<file path="src/hw/rtl/tlk_pkg.sv">
// Shared widths, constants and arctangent table for the two-link arm kinematics block.
`default_nettype none
package tlk_pkg;

  localparam int MAX_SECTIONS_DEF = 64;
  localparam int CORDIC_STEPS_DEF = 16;

  localparam int CW  = 52;  // CORDIC vector width
  localparam int ZW  = 26;  // CORDIC angle width, 2^-16 degree
  localparam int DVW = 62;  // divider dividend width
  localparam int DSW = 31;  // divider divisor width

  localparam logic [14:0] UPPER_RESET = 15'd512;
  localparam logic [14:0] LOWER_RESET = 15'd256;

  localparam logic signed [ZW-1:0] DEG90 = ZW'(90 * 65536);
  localparam logic signed [31:0]   ONE_Q30 = 32'sd1073741824;

  localparam logic [14:0] ELBOW_MAX = 15'd23040;
  localparam int          SHOULDER_LIM = 46080;

  function automatic logic signed [ZW-1:0] atan_entry(input logic [4:0] idx);
    logic signed [ZW-1:0] v;
    case (idx)
      5'd0:  v = ZW'(2949120);
      5'd1:  v = ZW'(1740967);
      5'd2:  v = ZW'(919879);
      5'd3:  v = ZW'(466945);
      5'd4:  v = ZW'(234379);
      5'd5:  v = ZW'(117304);
      5'd6:  v = ZW'(58666);
      5'd7:  v = ZW'(29335);
      5'd8:  v = ZW'(14668);
      5'd9:  v = ZW'(7334);
      5'd10: v = ZW'(3667);
      5'd11: v = ZW'(1833);
      5'd12: v = ZW'(917);
      5'd13: v = ZW'(458);
      5'd14: v = ZW'(229);
      5'd15: v = ZW'(115);
      5'd16: v = ZW'(57);
      5'd17: v = ZW'(29);
      5'd18: v = ZW'(14);
      5'd19: v = ZW'(7);
      5'd20: v = ZW'(4);
      5'd21: v = ZW'(2);
      5'd22: v = ZW'(1);
      default: v = '0;
    endcase
    return v;
  endfunction

endpackage
`default_nettype wire

</file>
<file path="src/hw/rtl/tlk_div.sv">
// Restoring unsigned divider, one quotient bit per cycle.
`default_nettype none
module tlk_div import tlk_pkg::*; (
  input  wire logic           clk,
  input  wire logic           rst_n,
  input  wire logic           start,
  input  wire logic [DVW-1:0] dividend,
  input  wire logic [DSW-1:0] divisor,
  output logic                done,
  output logic [DVW-1:0]      quotient
);

  localparam int CNTW = $clog2(DVW);

  logic [DVW-1:0]  q_r;
  logic [DSW-1:0]  rem_r;
  logic [DSW-1:0]  dsr_r;
  logic [CNTW-1:0] cnt_r;
  logic            busy_r;
  logic            done_r;
  logic [DSW:0]    shifted;
  logic [DSW+1:0]  diff;

  assign shifted  = {rem_r, q_r[DVW-1]};
  assign diff     = {1'b0, shifted} - {2'b00, dsr_r};
  assign done     = done_r;
  assign quotient = q_r;

  always_ff @(posedge clk) begin
    if (!rst_n) begin
      busy_r <= 1'b0;
      done_r <= 1'b0;
      cnt_r  <= '0;
    end else begin
      done_r <= 1'b0;
      if (start) begin
        busy_r <= 1'b1;
        cnt_r  <= '0;
      end else if (busy_r) begin
        cnt_r <= cnt_r + 1'b1;
        if (cnt_r == CNTW'(DVW - 1)) begin
          busy_r <= 1'b0;
          done_r <= 1'b1;
        end
      end
    end
  end

  always_ff @(posedge clk) begin
    if (start) begin
      q_r   <= dividend;
      rem_r <= '0;
      dsr_r <= divisor;
    end else if (busy_r) begin
      if (!diff[DSW+1]) begin
        rem_r <= diff[DSW-1:0];
        q_r   <= {q_r[DVW-2:0], 1'b1};
      end else begin
        rem_r <= shifted[DSW-1:0];
        q_r   <= {q_r[DVW-2:0], 1'b0};
      end
    end
  end

endmodule
`default_nettype wire

</file>
<file path="config.mk">
export PLATFORM = sky130hd
export DESIGN_NAME = tlk_div
export DESIGN_NICKNAME = d
export VERILOG_FILES = /design/src/hw/rtl/tlk_pkg.sv /design/src/hw/rtl/tlk_div.sv
export SDC_FILE = /design/constraint.sdc
export NUM_CORES = 1
export LEC_CHECK = 0
export BUFFER_PORTS_ARGS = -buffer_cell sky130_fd_sc_hd__buf_2
export CAP_MARGIN = 20
export CORE_MARGIN = 4
export CORE_UTILIZATION = 30
export CTS_BUF_LIST = sky130_fd_sc_hd__clkbuf_4
export DETAILED_ROUTE_END_ITERATION = 8
export PLACE_DENSITY = 0.62
export RECOVER_POWER = 25
export SLEW_MARGIN = 20
export SYNTH_ARGS = -nofsm -noshare
export SYNTH_HDL_FRONTEND = slang
export SYNTH_SLANG_ARGS = --single-unit
</file>
<file path="constraint.sdc">
create_clock -name clk -period 8.14 [get_ports clk]
set_input_delay 1.628 -clock clk [delete_from_list [all_inputs] [get_ports clk]]
set_output_delay 1.628 -clock clk [all_outputs]
set_load 0.1 [all_outputs]
</file>
**Word-level counts from Yosys, hierarchy flattened**

Cells that the tools add are included.

- Word-level logic and storage cells: 22
- Output and inout port bits: 63
- Input port bits: 96
- Register bits after elaboration: 132

- Bitwise logic cells: 2
- Add/subtract/negate cells: 2
- Multiplexer cells: 8
- Reductions and logical operators: 3
- Eq/ne operators: 1

Operators with widths:

| operator | number |
|---|---|
| $mux W62 | 2 |
| $sub A32 B31 Y33 | 1 |
| $mux W31 | 1 |
| $add A6 B1 Y6 const B | 1 |
| $eq A6 B6 Y1 const B | 1 |
| $mux W1 | 5 |
| $reduce_or A3 Y1 | 1 |
| $not A1 Y1 | 2 |
| $reduce_bool A2 Y1 | 1 |
| $reduce_or A2 Y1 | 1 |

**Longest topological paths before layout**

- Depth after elaboration: 4
- Gate-level depth with buffers: 12
- Mapped depth without buffers: 11

**Worst setup path before layout**

OpenSTA, ideal clock, no wires.

- Kind: register -> register
- Start: register q_r[61] (netlist: quotient[61])
- End: register rem_r[8]
- Data required time: 8049 ps
- Data arrival time: 3733 ps
- Library setup time: 91 ps
- Period minus slack after synthesis: 3824 ps
- Cell stages (with the launch flop): 12
- Path slack: 4316 ps
- Path buffers: 0
- Cells stage by stage: edfxtp_1 -> inv_1 -> ha_1 -> fa_1 -> and2b_1 -> o2111ai_1 -> a211oi_1 -> nor3_1 -> a2111o_1 -> a21o_1 -> or4_1 -> a311oi_1

- Longest elaborated chain between the ends: 2

Ends and longest elaborated chain:

| item | RTL line | text |
|---|---|---|
| start, declared | tlk_div.sv:15 | `logic [DVW-1:0] q_r;` |
| start signal, assigned | tlk_div.sv:51 | `q_r <= dividend;` |
| start signal, assigned | tlk_div.sv:57 | `q_r <= {q_r[DVW-2:0], 1'b1};` |
| start signal, assigned | tlk_div.sv:60 | `q_r <= {q_r[DVW-2:0], 1'b0};` |
| $sub A32 B31 Y33 | tlk_div.sv:25 | `assign diff = {1'b0, shifted} - {2'b00, dsr_r};` |
| $mux W31 | tlk_div.sv:55 | `if (!diff[DSW+1]) begin` |
| end signal, assigned | tlk_div.sv:56 | `rem_r <= diff[DSW-1:0];` |
| end signal, assigned | tlk_div.sv:59 | `rem_r <= shifted[DSW-1:0];` |
| end, declared | tlk_div.sv:16 | `logic [DSW-1:0] rem_r;` |

No other way between the ends.
A chain may end at the register's enable or synchronous reset.

==> flow_metrics.py <==
metrics = {
    "worst_setup_path": {
        "path_max_fanout": 50,
        "rr_endpoint": "rem_r[8]",
        "cp_cell_sequence": "clkbuf_1 > clkbuf_1 > nand2b_1 > or2_2 > o221ai_1",
        "endpoint_kind": "flop",
        "required_ns": 8.48,
        "path_class": "in -> reg",
        "cpMostUsedCell": "clkbuf_1",
        "rr_startpoint": "quotient[61]",
        "critPathArrivalTime_ns": 5.46,
        "cp-start-kind": "primary input",
        "ff2ff_setup_slack_ns": 4.15,
        "cp_slowest_cell": "clkbuf_1",
        "ff2ff_path_depth": 12,
        "cpPeakStageDelay_ns": 1.74,
    },
    "die": {
        "start_util_pct": 30.4,
        "dieWidth_um": 159,
        "ios": 159,
        "num_rows": 55,
        "die_area_mm2": 0.0253,
        "core_area_mm2": 0.0226,
        "die_y_um": 159,
    },
    "final_layout": {
        "fin_util_pct": 36.5,
        "fin_nets": 906,
        "final_cell_area_mm2": 0.00824,
        "layout-drive-gt1-share_pct": 32.9,
        "fillerInstances": 2297,
        "syn_to_final_growth_pct": 20.2,
    },
    "pwr": {
        "p_switching_w": 0.000706,
        "p_int_w": 0.00115,
        "seq_power_share_pct": 44.3,
        "clkPwrFrac_pct": 26.6,
        "switching_share_pct": 38.1,
        "ir_drop_mv": 0.144,
        "pwr-share-comb_pct": 29.2,
        "p_leak_nw": 3.41,
        "power_density_mw_per_mm2": 225,
    },
    "synth": {
        "synth-seq-cells": 132,
        "ys_warn_count": 0,
        "yosysUniqueCellTypes": 52,
        "synth_edf_count": 93,
        "synth_nets": 751,
        "synth_common_cells": "edfxtp_1, nand2_1, mux2_2, nor2_1, inv_1",
        "ys_seq_area_share_pct": 52.1,
        "syn_inst": 621,
        "yosysMostFrequentCell": "edfxtp_1",
        "synthesis.area_mm2": 0.00686,
        "yosys.area.top_type_share_pct": 40.7,
        "synth.largest_area_cell": "edfxtp_1",
        "yosys_most_used_dff": "edfxtp_1",
        "synthTopCellsByArea": "edfxtp_1, dfxtp_1, mux2_2",
        "syn_avg_cell_area_um2": 11.0,
        "synthArstFlopShare_pct": 0,
    },
    "placement": {
        "placed_area_mm2": 0.00794,
        "gp_congestion": 0.793,
        "port_buffers": 158,
        "dp_hpwl_mm": 12.2,
    },
    "sta": {
        "finalSetupViolCount": 0,
        "final_hold_viol_count": 0,
        "max_freq_mhz": 195,
        "period_share_pct": 62.9,
        "fin_tns_setup_ns": 0,
        "drv_slew": 113,
        "min_period_ns": 5.12,
        "slew_headroom_pct": -53.6,
        "fin_worst_skew_ns": 0.0229,
        "tightest_slew_ns": 2.30,
        "rsz0062_at_grt": "no",
    },
    "cts": {
        "clkLatencyLatePin_ns": 0.55,
        "root_buffer": "clkbuf_4",
        "clockBufferDepth": 2,
        "cts_tree": "built",
        "cts_setup_buffers": 0,
        "path_clk_slew_ns": 0.12,
        "h-tree-depth": 4,
        "holdBufCountCts": 0,
        "cts_buffers": 17,
        "cts_num_sinks": 132,
        "cts_resized": 0,
    },
    "worst_hold_path": {
        "min_to": "rem_r[9]",
        "min_from": "rem_r[8]",
        "min_path_type": "reg -> reg",
        "holdPathStages": 2,
    },
    "route": {
        "wl_per_cell_um": 16.0,
        "via_per_inst": 4.93,
        "vias": 5290,
        "dr.pass1.iters": 6,
        "initialDrtViolationCount": 232,
        "ant_nets": 0,
        "totalWireLength_mm": 17.2,
        "drcViolationCount": 0,
    },
    "run_status": {
        "status": "complete, but fails checks",
        "violations": "max-capacitance violations, max-slew violations",
    },
    "global_routing": {
        "grt_max_degree": 59,
        "grt_pass1_vias": 5424,
        "grt_overflow": 0,
        "antenna_found_initial": 4,
        "grt_usage_pct": 13.5,
        "grt_first_pass_wirelength_mm": 27.7,
    },
    "run": {
        "drv_cap": 3,
    },
}
==> final cells by class <==
class | count | area, um^2 | area share, %
clock buffers | 17 | 128 | 1.55
multi-input cells | 419 | 3020 | 36.6
well taps | 285 | 357 | 4.33
repair buffers | 165 | 835 | 10.1
clock inverters | 14 | 178 | 2.16
flip-flops and latches | 132 | 3570 | 43.4
diodes | 1 | 2.50 | 0.0304
inverters | 41 | 154 | 1.87
==> layer usage <==
metal  share of wire [%]  track usage [%]  up-vias
li1                    -                -     2613
met5                0.25                0        -
met3                 8.9             5.46       29
met1                  45             17.2     2438
met4                 1.8             4.50        6
met2                  44             20.9      204
==> flip-flops by register name, summed over array words and instances, names as in the netlist <==
| register | count |
|---|---|
| busy_r | 1 |
| cnt_r | 6 |
| done | 1 |
| dsr_r | 31 |
| quotient | 62 |
| rem_r | 31 |
==> cell families after synthesis <==
kind of cell,share of synthesized area (%)
adders and majority gates,6.31
buffers and inverters,3.92
and+or+nand+nor,11.3
AOI/OAI and AO/OA,13.4
DFF,52.1
xor gates and xnor gates,2.94
muxes,10.0
==> critical path: cells and delay by family <==
family / cells / cell delay (ns)
simple gates: 2 / 0.54
buf+inv: 2 / 3.14
compound gates: 1 / 0.13
==> power by group through the flow <==
stage / Clock (W) / Combinational [W] / Sequential [W]
after floorplan: 0 / 0.000200 / 0.00106
after global placement: 0 / 0.000537 / 0.000834
after detailed placement: 0 / 0.000540 / 0.000833
after CTS: 0.000517 / 0.000541 / 0.000820
after global routing: 0.000544 / 0.000579 / 0.000827
final: 0.000492 / 0.000540 / 0.000820
==> through the flow <==
step                hold slack [ns]  instances  worst slack (ns)  total power (W)
floorplan                     0.458        621              4.32          0.00126
global route                  0.513       1074              2.53          0.00195
CTS                           0.502       1072              4.16          0.00188
global placement              0.469       1041              4.33          0.00137
finish                        0.501       1074              3.02          0.00185
detailed placement            0.491       1041              4.23          0.00137
==> placed cells by master (no fill, tap or decap), types with 17 or more instances in the layout <==
cell type,instances
a21oi_1,32
a311oi_1,18
buf_2,156
clkbuf_4,17
dfxtp_1,38
edfxtp_1,93
ha_1,33
inv_1,41
mux2_2,60
nand2_1,62
nor2_1,47
o21ai_0,21
==> worst max-delay path by stage <==
stage                       startpoint  cells past startpoint        end
after floorplan           quotient[61]                     11   rem_r[8]
after global placement    quotient[61]                     12   rem_r[8]
after detailed placement  quotient[61]                     12   rem_r[8]
after CTS                 quotient[61]                     12   rem_r[8]
after global routing             start                      5  rem_r[25]
final                            start                      5  rem_r[25]
Power figures use the tool's default switching activity.
