### src/hw/rtl/tlk_pkg.sv
// Shared widths, constants and arctangent table for the two-link arm kinematics block.
`default_nettype none
package tlk_pkg;

  localparam int MAX_SECTIONS_DEF = 64;
  localparam int CORDIC_STEPS_DEF = 16;

  localparam int CW  = 52;  // CORDIC vector width
  localparam int ZW  = 26;  // CORDIC angle width, 2^-16 degree
  localparam int DVW = 62;  // divider dividend width
  localparam int DSW = 31;  // divider divisor width

  localparam logic [14:0] UPPER_RESET = 15'd512;
  localparam logic [14:0] LOWER_RESET = 15'd256;

  localparam logic signed [ZW-1:0] DEG90 = ZW'(90 * 65536);
  localparam logic signed [31:0]   ONE_Q30 = 32'sd1073741824;

  localparam logic [14:0] ELBOW_MAX = 15'd23040;
  localparam int          SHOULDER_LIM = 46080;

  function automatic logic signed [ZW-1:0] atan_entry(input logic [4:0] idx);
    logic signed [ZW-1:0] v;
    case (idx)
      5'd0:  v = ZW'(2949120);
      5'd1:  v = ZW'(1740967);
      5'd2:  v = ZW'(919879);
      5'd3:  v = ZW'(466945);
      5'd4:  v = ZW'(234379);
      5'd5:  v = ZW'(117304);
      5'd6:  v = ZW'(58666);
      5'd7:  v = ZW'(29335);
      5'd8:  v = ZW'(14668);
      5'd9:  v = ZW'(7334);
      5'd10: v = ZW'(3667);
      5'd11: v = ZW'(1833);
      5'd12: v = ZW'(917);
      5'd13: v = ZW'(458);
      5'd14: v = ZW'(229);
      5'd15: v = ZW'(115);
      5'd16: v = ZW'(57);
      5'd17: v = ZW'(29);
      5'd18: v = ZW'(14);
      5'd19: v = ZW'(7);
      5'd20: v = ZW'(4);
      5'd21: v = ZW'(2);
      5'd22: v = ZW'(1);
      default: v = '0;
    endcase
    return v;
  endfunction

endpackage
`default_nettype wire

### src/hw/rtl/tlk_cordic.sv
// Vectoring CORDIC atan2, one micro-rotation per cycle.
`default_nettype none
module tlk_cordic import tlk_pkg::*; #(
  parameter int STEPS = CORDIC_STEPS_DEF
) (
  input  wire logic                 clk,
  input  wire logic                 rst_n,
  input  wire logic                 start,
  input  wire logic signed [CW-1:0] x0,
  input  wire logic signed [CW-1:0] y0,
  output logic                      done,
  output logic signed [ZW-1:0]      z
);

  localparam int IW = $clog2(STEPS);

  logic signed [CW-1:0] x_r, y_r, xs, ys;
  logic signed [ZW-1:0] z_r, tab;
  logic [IW-1:0]        cnt_r;
  logic                 busy_r;
  logic                 done_r;
  logic                 zero_in;
  logic                 y_pos;

  assign zero_in = (x0 == '0) && (y0 == '0);
  assign xs      = x_r >>> cnt_r;
  assign ys      = y_r >>> cnt_r;
  assign tab     = atan_entry(5'(cnt_r));
  assign y_pos   = !y_r[CW-1] && (y_r != '0);
  assign done    = done_r;
  assign z       = z_r;

  always_ff @(posedge clk) begin
    if (!rst_n) begin
      busy_r <= 1'b0;
      done_r <= 1'b0;
      cnt_r  <= '0;
    end else begin
      done_r <= 1'b0;
      if (start) begin
        cnt_r  <= '0;
        busy_r <= !zero_in;
        done_r <= zero_in;
      end else if (busy_r) begin
        cnt_r <= cnt_r + 1'b1;
        if (cnt_r == IW'(STEPS - 1)) begin
          busy_r <= 1'b0;
          done_r <= 1'b1;
        end
      end
    end
  end

  always_ff @(posedge clk) begin
    if (start) begin
      if (x0[CW-1] && !y0[CW-1]) begin
        x_r <= y0;
        y_r <= -x0;
        z_r <= DEG90;
      end else if (x0[CW-1]) begin
        x_r <= -y0;
        y_r <= x0;
        z_r <= -DEG90;
      end else begin
        x_r <= x0;
        y_r <= y0;
        z_r <= '0;
      end
    end else if (busy_r) begin
      if (y_pos) begin
        x_r <= x_r + ys;
        y_r <= y_r - xs;
        z_r <= z_r + tab;
      end else begin
        x_r <= x_r - ys;
        y_r <= y_r + xs;
        z_r <= z_r - tab;
      end
    end
  end

endmodule
`default_nettype wire

### config.mk
export PLATFORM = sky130hd
export DESIGN_NAME = tlk_cordic
export DESIGN_NICKNAME = d
export VERILOG_FILES = /design/src/hw/rtl/tlk_pkg.sv /design/src/hw/rtl/tlk_cordic.sv
export SDC_FILE = /design/constraint.sdc
export NUM_CORES = 1
export LEC_CHECK = 0
export CORE_MARGIN = 1.5
export CORE_UTILIZATION = 57
export CTS_CLUSTER_DIAMETER = 100
export DETAILED_ROUTE_END_ITERATION = 10
export DONT_BUFFER_PORTS = 1
export PLACE_DENSITY = 0.75
export SYNTH_ARGS = -nofsm -noshare
export SYNTH_HDL_FRONTEND = slang
export SYNTH_SLANG_ARGS = --single-unit
### constraint.sdc
create_clock -name clk -period 7.3 [get_ports clk]
set_input_delay 0.365 -clock clk [delete_from_list [all_inputs] [get_ports clk]]
set_output_delay 0.365 -clock clk [all_outputs]
set_load 0.05 [all_outputs]
Word level (Yosys, flattened, before mapping)
Memory sizes are Yosys's and may differ from the RTL's. A register that Yosys moved wholly into a read port is not among the register bits. Index checks and enable logic that the tools add are counted.

Register bits after elaboration: 136. Bits in read-only memories: 352. Bits of input ports: 107. Output and inout bits: 27. Logic and storage cells: 54. Memories kept: 1.

Add/subtract/negate cells: 9. Equality and inequality tests: 1. Shift operators: 2. Mux-type cells: 23. Bitwise gates (word level): 1. Reductions and logical operators: 11.

Memory list: (no name shown) (depth 16, width 22, read ports 1, clocked after memory_dff 1, write ports 0, line tlk_pkg.sv:24) `case (idx)`.

Operators by type and width (number): $mux W52 (10); $mux W26 (5); $add A52 B52 Y52 (2); $logic_not A52 Y1 (2); $neg A52 Y52 (2); $sshr A52 B4 Y52 (2); $sub A52 B52 Y52 (2); $reduce_bool A52 Y1 (1); $add A26 B26 Y26 (1); $sub A26 B26 Y26 (1); $mux W4 (2); $mux W1 (6); $add A4 B1 Y4 const B (1); $eq A4 B4 Y1 const B (1); $logic_and A1 B1 Y1 (3); $logic_not A1 Y1 (3); $reduce_bool A2 Y1 (1); $reduce_or A2 Y1 (1); $not A1 Y1 (1).

Depth between registers and ports, before layout
Gate-level depths: netlist (run 1).

Depth in word-level cells: 5. Gate-level depth with buffers: 34. Mapped depth without buffers: 26.

Worst setup path before layout (run 1)
Ideal clock, no wire load.

Path type: reg-to-reg. From: register cnt_r[0]. To: register x_r[48] (data pin). Library setup time: 259 ps. Data arrival time: 6701 ps. Required time: 7041 ps. Setup slack: 340 ps. Stages on the path, launching flop included: 29. Path buffers: 8. Period minus slack after synthesis: 6960 ps. Cell sequence: dfxtp_1 -> buf_2 -> buf_1 -> buf_2 -> clkbuf_1 -> clkbuf_1 -> clkbuf_1 -> buf_1 -> buf_1 -> nand2_1 -> o21a_1 -> ha_1 -> and3_1 -> o2111ai_1 -> nor2_1 -> a211oi_1 -> a31oi_1 -> o21a_1 -> ha_1 -> and4_1 -> and4_1 -> a41o_1 -> a31oi_2 -> o21ai_1 -> a31oi_1 -> o41ai_1 -> a211o_1 -> a2111oi_0 -> a211o_1.

Cells in the longest elaborated chain, start to end: 5. Elaborated cells between the ends (all ways): 6. Those cells by class: 2 x add/sub; 1 x shift; 3 x mux.

RTL lines: from (decl) (line tlk_cordic.sv:19) `logic [IW-1:0] cnt_r;`; from (signal assigned) (line tlk_cordic.sv:45) `cnt_r <= cnt_r + 1'b1;`; $sshr A52 B4 Y52 (*) (line tlk_cordic.sv:27) `assign ys = y_r >>> cnt_r;`; $sub A52 B52 Y52 or $add A52 B52 Y52 (tied branches) (line tlk_cordic.sv:75, tlk_cordic.sv:71); $mux W52 (*) (line tlk_cordic.sv:70) `if (y_pos) begin`; $mux W52 (*) (line tlk_cordic.sv:69) `end else if (busy_r) begin`; $mux W52 (*) (line tlk_cordic.sv:55) `if (start) begin`; to (signal assigned) (line tlk_cordic.sv:57) `x_r <= y0;`; to (signal assigned) (line tlk_cordic.sv:71) `x_r <= x_r + ys;`; to (signal assigned) (line tlk_cordic.sv:75) `x_r <= x_r - ys;`; to (decl) (line tlk_cordic.sv:17) `logic signed [CW-1:0] x_r, y_r, xs, ys;`.

Mark *: on every way between the ends. The rest lies on a longest branch, timed or not. The select of a mux whose other input is x is not followed. A chain may end at the register's enable or synchronous reset.

Final worst setup path (run 1)
From: register cnt_r[3]. To: register y_r[50] (data pin).

Cells in the longest elaborated chain, start to end: 5. Elaborated cells between the ends (all ways): 6. Those cells by class: 2 x add/sub; 1 x shift; 3 x mux.

RTL lines: $sshr A52 B4 Y52 (*) (line tlk_cordic.sv:26) `assign xs = x_r >>> cnt_r;`; $add A52 B52 Y52 or $sub A52 B52 Y52 (tied branches) (line tlk_cordic.sv:76, tlk_cordic.sv:72); $mux W52 (*) (line tlk_cordic.sv:70); $mux W52 (*) (line tlk_cordic.sv:69); $mux W52 (*) (line tlk_cordic.sv:55); to (signal assigned) (line tlk_cordic.sv:58) `y_r <= -x0;`; to (signal assigned) (line tlk_cordic.sv:72) `y_r <= y_r - xs;`; to (signal assigned) (line tlk_cordic.sv:76) `y_r <= y_r + xs;`; to (decl) (line tlk_cordic.sv:17).

Marked as above.

==> metrics.yaml, run 1 <==
grt_pass1_vias: 22100
crit_path_end_kind: "flop"
via_per_inst: 6.98
drt_pre_antenna_iters: 8
core_sq_um: 42300
holdWs_ns: 0.0485
dieArea_sq_um: 44500
cp_data_required_time_ns: 7.52
antenna_found_initial: 1
hold_depth: 1
async_flop_share: 0
grt_use_total: 0.379
cap_viol_max_count: 0
setup_viol: 0
die_h_um: 211
status: "finished clean"
fmax_mhz: 144
hold_viol_final: 0
nets: 3151
wl_mm: 84.7
yosysMostFrequentCell: "nand2_1"
area_growth_syn_to_layout_pct: 3.06
grt_pass1_wl_mm: 129
vias: 24300
layout-drive-gt1-share: 0.0890
drt-initial-drc-count: 3365
critPathKind: "reg2reg"
synth_cell_type_count: 105
die_x_um: 211
htreeDepth: 4
cts_tree: "built"
grt_max_degree: 229
top_layer_used: "met5"
design_area_sq_um: 25400
clock_skew_ns: 0.0182
wl_met1_mm: 37.0
wl_per_cell_um: 24.3
rr_worst_depth: 25
cts_made_buffers: 17
rsz0062_at_grt: "no"
syn_area_per_cell_sq_um: 8.17
hpwl_mm: 65.3
fin_util: 0.600
ys_seq_area_frac: 0.181
yosys-top-cells-count: "nand2_1 (372), o21ai_0 (266), a21oi_1 (252)"
wl_met3_mm: 12.8
cts_root_buf: "clkbuf_16"
ys_seq_elements: 158
cts.path.max_buffers: 2
synth_edf_count: 130
cts.reportedPaths.clkPinSlew_ns: 0.07
post-route-period-util: 0.949
worstPathArrival_ns: 7.15
synth_top_area_frac: 0.158
place_area_sq_um: 24800
synth_top_cell_by_area: "edfxtp_1"
io-pin-count: 134
wl_met2_mm: 33.3
syn_area_sq_um: 24600
fp-row-count: 75
hold_path_class: "in2reg"
ant_nets: 0
synthCells: 3017
syn-num-nets: 3270
place_congestion: 1.04
yosysWarnings: 0
clkLatencyLatePin_ns: 0.49
tns_ns: 0
synth_area_leaders: "edfxtp_1 (16%), mux4_2 (8.8%), ha_1 (7.3%)"
finalMaxSlewViolations: 0
cts_num_sinks: 158
period_needed_ns: 6.93
drcViolationCount: 0
start_kind: "flop"
worstMarginPinSlew_ns: 1.34
grt.overflow.total: 0
maxSlewHeadroom: 0.101
initial_core_util: 0.582
port_buffers: 0
path_max_fanout: 54
ys.flop_type: "edfxtp_1"
## routing by layer
metal / vias up / global-route usage
met2: 1528 / 0.507
met1: 11600 / 0.575
li1: 11100 / -
met3: 106 / 0.133
met4: 2 / 0.0872
met5: - / 0
## path summary, 6_finish.rpt
check,from,end,slack [ns]
worst min register to register,tab[0],z[0],0.71
worst max register to register,cnt_r[3],y_r[50],0.37
worst min-delay path,rst_n,done,0.05
worst max-delay path,cnt_r[3],y_r[50],0.37
## flip-flops by register name, indices dropped and copies added (netlist names)
name	count
busy_r	1
cnt_r	4
done	1
tab	22
x_r	52
y_r	52
z	26
## worst max-delay path: stages (launching register included)
cell and delay, ns:
dfxtp_4 0.80, mux4_1 0.46, nand2_1 0.10, nand2_1 0.07
o21ai_0 0.23, ha_1 0.20, nor2b_1 0.17, and3_2 0.27
inv_1 0.05, nor2_1 0.19, nand2_1 0.14, nor4_1 0.39
a31oi_1 0.16, xor2_1 0.46, ha_1 0.42, a21o_1 0.22
a21o_1 0.19, a21oi_1 0.10, o21ai_0 0.12, a211oi_1 0.34
nor2_1 0.12, a2111oi_0 0.52, nor2_1 0.12, a31oi_1 0.19
nor3_1 0.06, or4_1 0.52
## cell type report
| type | count | area (sq um) |
|---|---|---|
| inverter | 80 | 300 |
| fill | 3736 | 16900 |
| clock buffer | 17 | 425 |
| tap | 577 | 722 |
| timing repair buffer | 35 | 298 |
| multi-input combinational | 2606 | 19100 |
| clock inverter | 15 | 115 |
| antenna | 2 | 5.00 |
| sequential | 158 | 4480 |
## cell families (layout without fill, tap and decap cells)
logic type	Yosys count	count (layout)	share of synthesized area
AO/OA/AOI/OAI	973	973	0.247
XOR/XNOR	314	314	0.112
adder cells (fa/ha/maj)	146	146	0.0750
buffers and inverters	253	147	0.0466
flip-flops	158	158	0.181
multiplexers	235	235	0.158
other	0	2	0
AND/OR/NAND/NOR	938	938	0.180
## per-stage QoR
| step | setup slack [ns] | instances |
|---|---|---|
| floorplan | 0.340 | 3017 |
| global placement | 0.631 | 3454 |
| detailed placement | 0.531 | 3454 |
| CTS | 0.494 | 3487 |
| global route | 0.0429 | 3488 |
| finish | 0.373 | 3490 |
## repair_timing
action                                  4_1_cts  5_1_grt
hold endpoints to repair                      1        0
buffers inserted                              0        1
resized for setup                             0        1
endpoints found under the setup margin        0        1
hold buffers                                  1        0
## cell usage in the layout, fill, tap and decap left out, drive strengths merged, types with 41 or more instances in the layout
cell,Yosys,routed
a21o,84,84
a21oi,252,252
edfxtp,130,130
ha,143,143
inv,77,82
mux2,41,41
mux2i,82,82
mux4,112,112
nand2,372,372
nand3,59,59
nor2,218,218
nor3,56,56
o211ai,98,98
o21ai,278,278
xnor2,172,172
xor2,142,142
Power of run 1 is not shown: default switching activity piles up to over one toggle a cycle in this logic, so the estimate is an artifact.
==> run 2: changes to the inputs <==
- CTS_BUF_LIST: not set -> sky130_fd_sc_hd__clkbuf_8
==> metrics.yaml, run 2 (same netlist as run 1, synthesis figures left out) <==
vias: 24400  # was 24300
area_growth_syn_to_layout_pct: 2.69  # was 3.06%
setup_viol: 0  # unchanged
hold_viol_final: 0  # unchanged
drt_pre_antenna_iters: 7  # was 8
post-route-period-util: 0.947  # was 0.949
n_fill_cell: 3753  # was 3736
antenna_found_initial: 2  # was 1
via_per_inst: 6.98  # about the same
crit_path_end_kind: "flop"  # unchanged
wl_per_cell_um: 24.2  # was 24.3 um
worstHoldStart: "y0[29]"  # was rst_n
critPathKind: "reg2reg"  # unchanged
cp_num_buf_inv: 0  # was 1
period_needed_ns: 6.91  # was 6.93 ns
place_ws_ns: 0.531  # unchanged
cap_viol_max_count: 0  # unchanged
die_h_um: 211  # unchanged
cts_made_buffers: 17  # unchanged
slowest_delay_ns: 0.80  # about the same
cts.reportedPaths.clkPinSlew_ns: 0.10  # was 0.07 ns
rr_worst_depth: 20  # was 25
worstPathArrival_ns: 7.21  # was 7.15 ns
grt_pass1_vias: 22100  # about the same
holdPathEnd: "y_r[29]"  # was done
cts_num_sinks: 158  # unchanged
place_congestion: 1.04  # unchanged
final_common_cell: "nand2_1"  # unchanged
maxSlewHeadroom: 0.0744  # was 0.101
r2r_start: "cnt_r[3]"  # unchanged
setup_ws_ns: 0.389  # was 0.373 ns
ant_nets: 0  # unchanged
tns_ns: 0  # unchanged
drcViolationCount: 0  # unchanged
r2r-end: "y_r[50]"  # unchanged
crit_top_cell: "nor2_1"
hpwl_mm: 65.3  # unchanged
cp_top_family: "compound AO/OA/AOI/OAI gates"  # was simple AND/OR/NAND/NOR gates
cp.depth: 20  # was 25
cts_tree: "built"  # unchanged
hold_path_class: "in2reg"  # unchanged
path_max_fanout: 54  # unchanged
fp-row-count: 75  # unchanged
fmax_mhz: 145  # was 144 MHz
wl_mm: 84.8  # was 84.7 mm
clkLatencyLatePin_ns: 0.57  # was 0.49 ns
r2r_setup_slack_ns: 0.39  # was 0.37 ns
grt_use_total: 0.380  # was 0.379
finalMaxSlewViolations: 0  # unchanged
worstMarginPinSlew_ns: 1.38  # was 1.34 ns
status: "finished clean"  # unchanged
slowest_stage: "dfxtp_4"  # unchanged
hold_depth: 2  # was 1
core_sq_um: 42300  # unchanged
clock_skew_ns: 0.0213  # was 0.0182 ns
cts.path.max_buffers: 2  # unchanged
die_x_um: 211  # unchanged
cp_data_required_time_ns: 7.60  # was 7.52 ns
fin_util: 0.598  # was 0.600
port_buffers: 0  # unchanged
start_kind: "flop"  # unchanged
cts_root_buf: "clkbuf_8"  # was clkbuf_16
drt-initial-drc-count: 3194  # was 3365
initial_core_util: 0.582  # unchanged
htreeDepth: 4  # unchanged
layout-drive-gt1-share: 0.0887  # was 0.0890
grt_max_degree: 212  # was 229
nets: 3161  # was 3151
cp_cell_sequence: "mux2_4 -> mux2_2 -> mux2_2 -> o31ai_1 -> nand4b_1 -> nor2_1 -> nand2_1 -> nor2_1 -> a21oi_1 -> xor2_1 -> ha_1 -> a21o_1 -> a311o_1 -> a211oi_1 -> nor2_1 -> a2111oi_0 -> nor2_1 -> a31oi_1 -> nor3_1 -> or4_1"
final_cell_mix: "nand2_1 (371), o21ai_0 (266), a21oi_1 (252)"  # unchanged
grt_pass1_wl_mm: 129  # about the same
io-pin-count: 134  # unchanged
rsz0062_at_grt: "no"  # unchanged
dieArea_sq_um: 44500  # unchanged
grt.overflow.total: 0  # unchanged
==> run 2: timing repair <==
| action | 4_1_cts | 5_1_grt |
|---|---|---|
| buffers inserted | 0 | 1 |
| endpoints found under the hold margin | 28 | 0 |
| endpoints found under the setup margin | 0 | 1 |
| hold buffers | 11 | 0 |
| resized for setup | 0 | 1 |
==> run 2: cell type report <==
| cell class | instances | area [sq um] | share of cell area |
|---|---|---|---|
| multi-input combinational | 2606 | 19100 | 0.753 |
| sequential | 158 | 4480 | 0.177 |
| tap | 577 | 722 | 0.0285 |
| timing repair buffer | 45 | 398 | 0.0157 |
| inverter | 80 | 300 | 0.0119 |
| clock buffer | 17 | 234 | 0.00925 |
| clock inverter | 15 | 115 | 0.00455 |
| antenna | 2 | 5.00 | 0.000198 |
==> run 2: worst max path at each step <==
stage / start / to / slack, ns
detailed placement: cnt_r[1] / y_r[50] / 0.53
global route: cnt_r[3] / y_r[50] / 0.04
floorplan: cnt_r[0] / x_r[48] / 0.34
global placement: cnt_r[1] / y_r[50] / 0.63
finish: cnt_r[3] / y_r[50] / 0.39
CTS: cnt_r[1] / y_r[50] / 0.50
==> run 2: per-layer routing <==
layer	vias up	GRT usage	part of all wire
met5	-	0	0.00027
met4	4	0.0941	0.021
met3	120	0.138	0.15
met2	1531	0.502	0.39
met1	11600	0.574	0.44
li1	11200	-	-
==> run 2: per-stage QoR <==
stage | hold slack (ns) | instances | instance area, sq um
floorplan | 0.483 | 3017 | 24600
global placement | 0.501 | 3454 | 24800
detailed placement | 0.503 | 3454 | 24800
CTS | 0.000572 | 3497 | 25300
global route | 0.0236 | 3498 | 25300
finish | 0.0342 | 3500 | 25300
Power of run 2 is left out for the same reason.
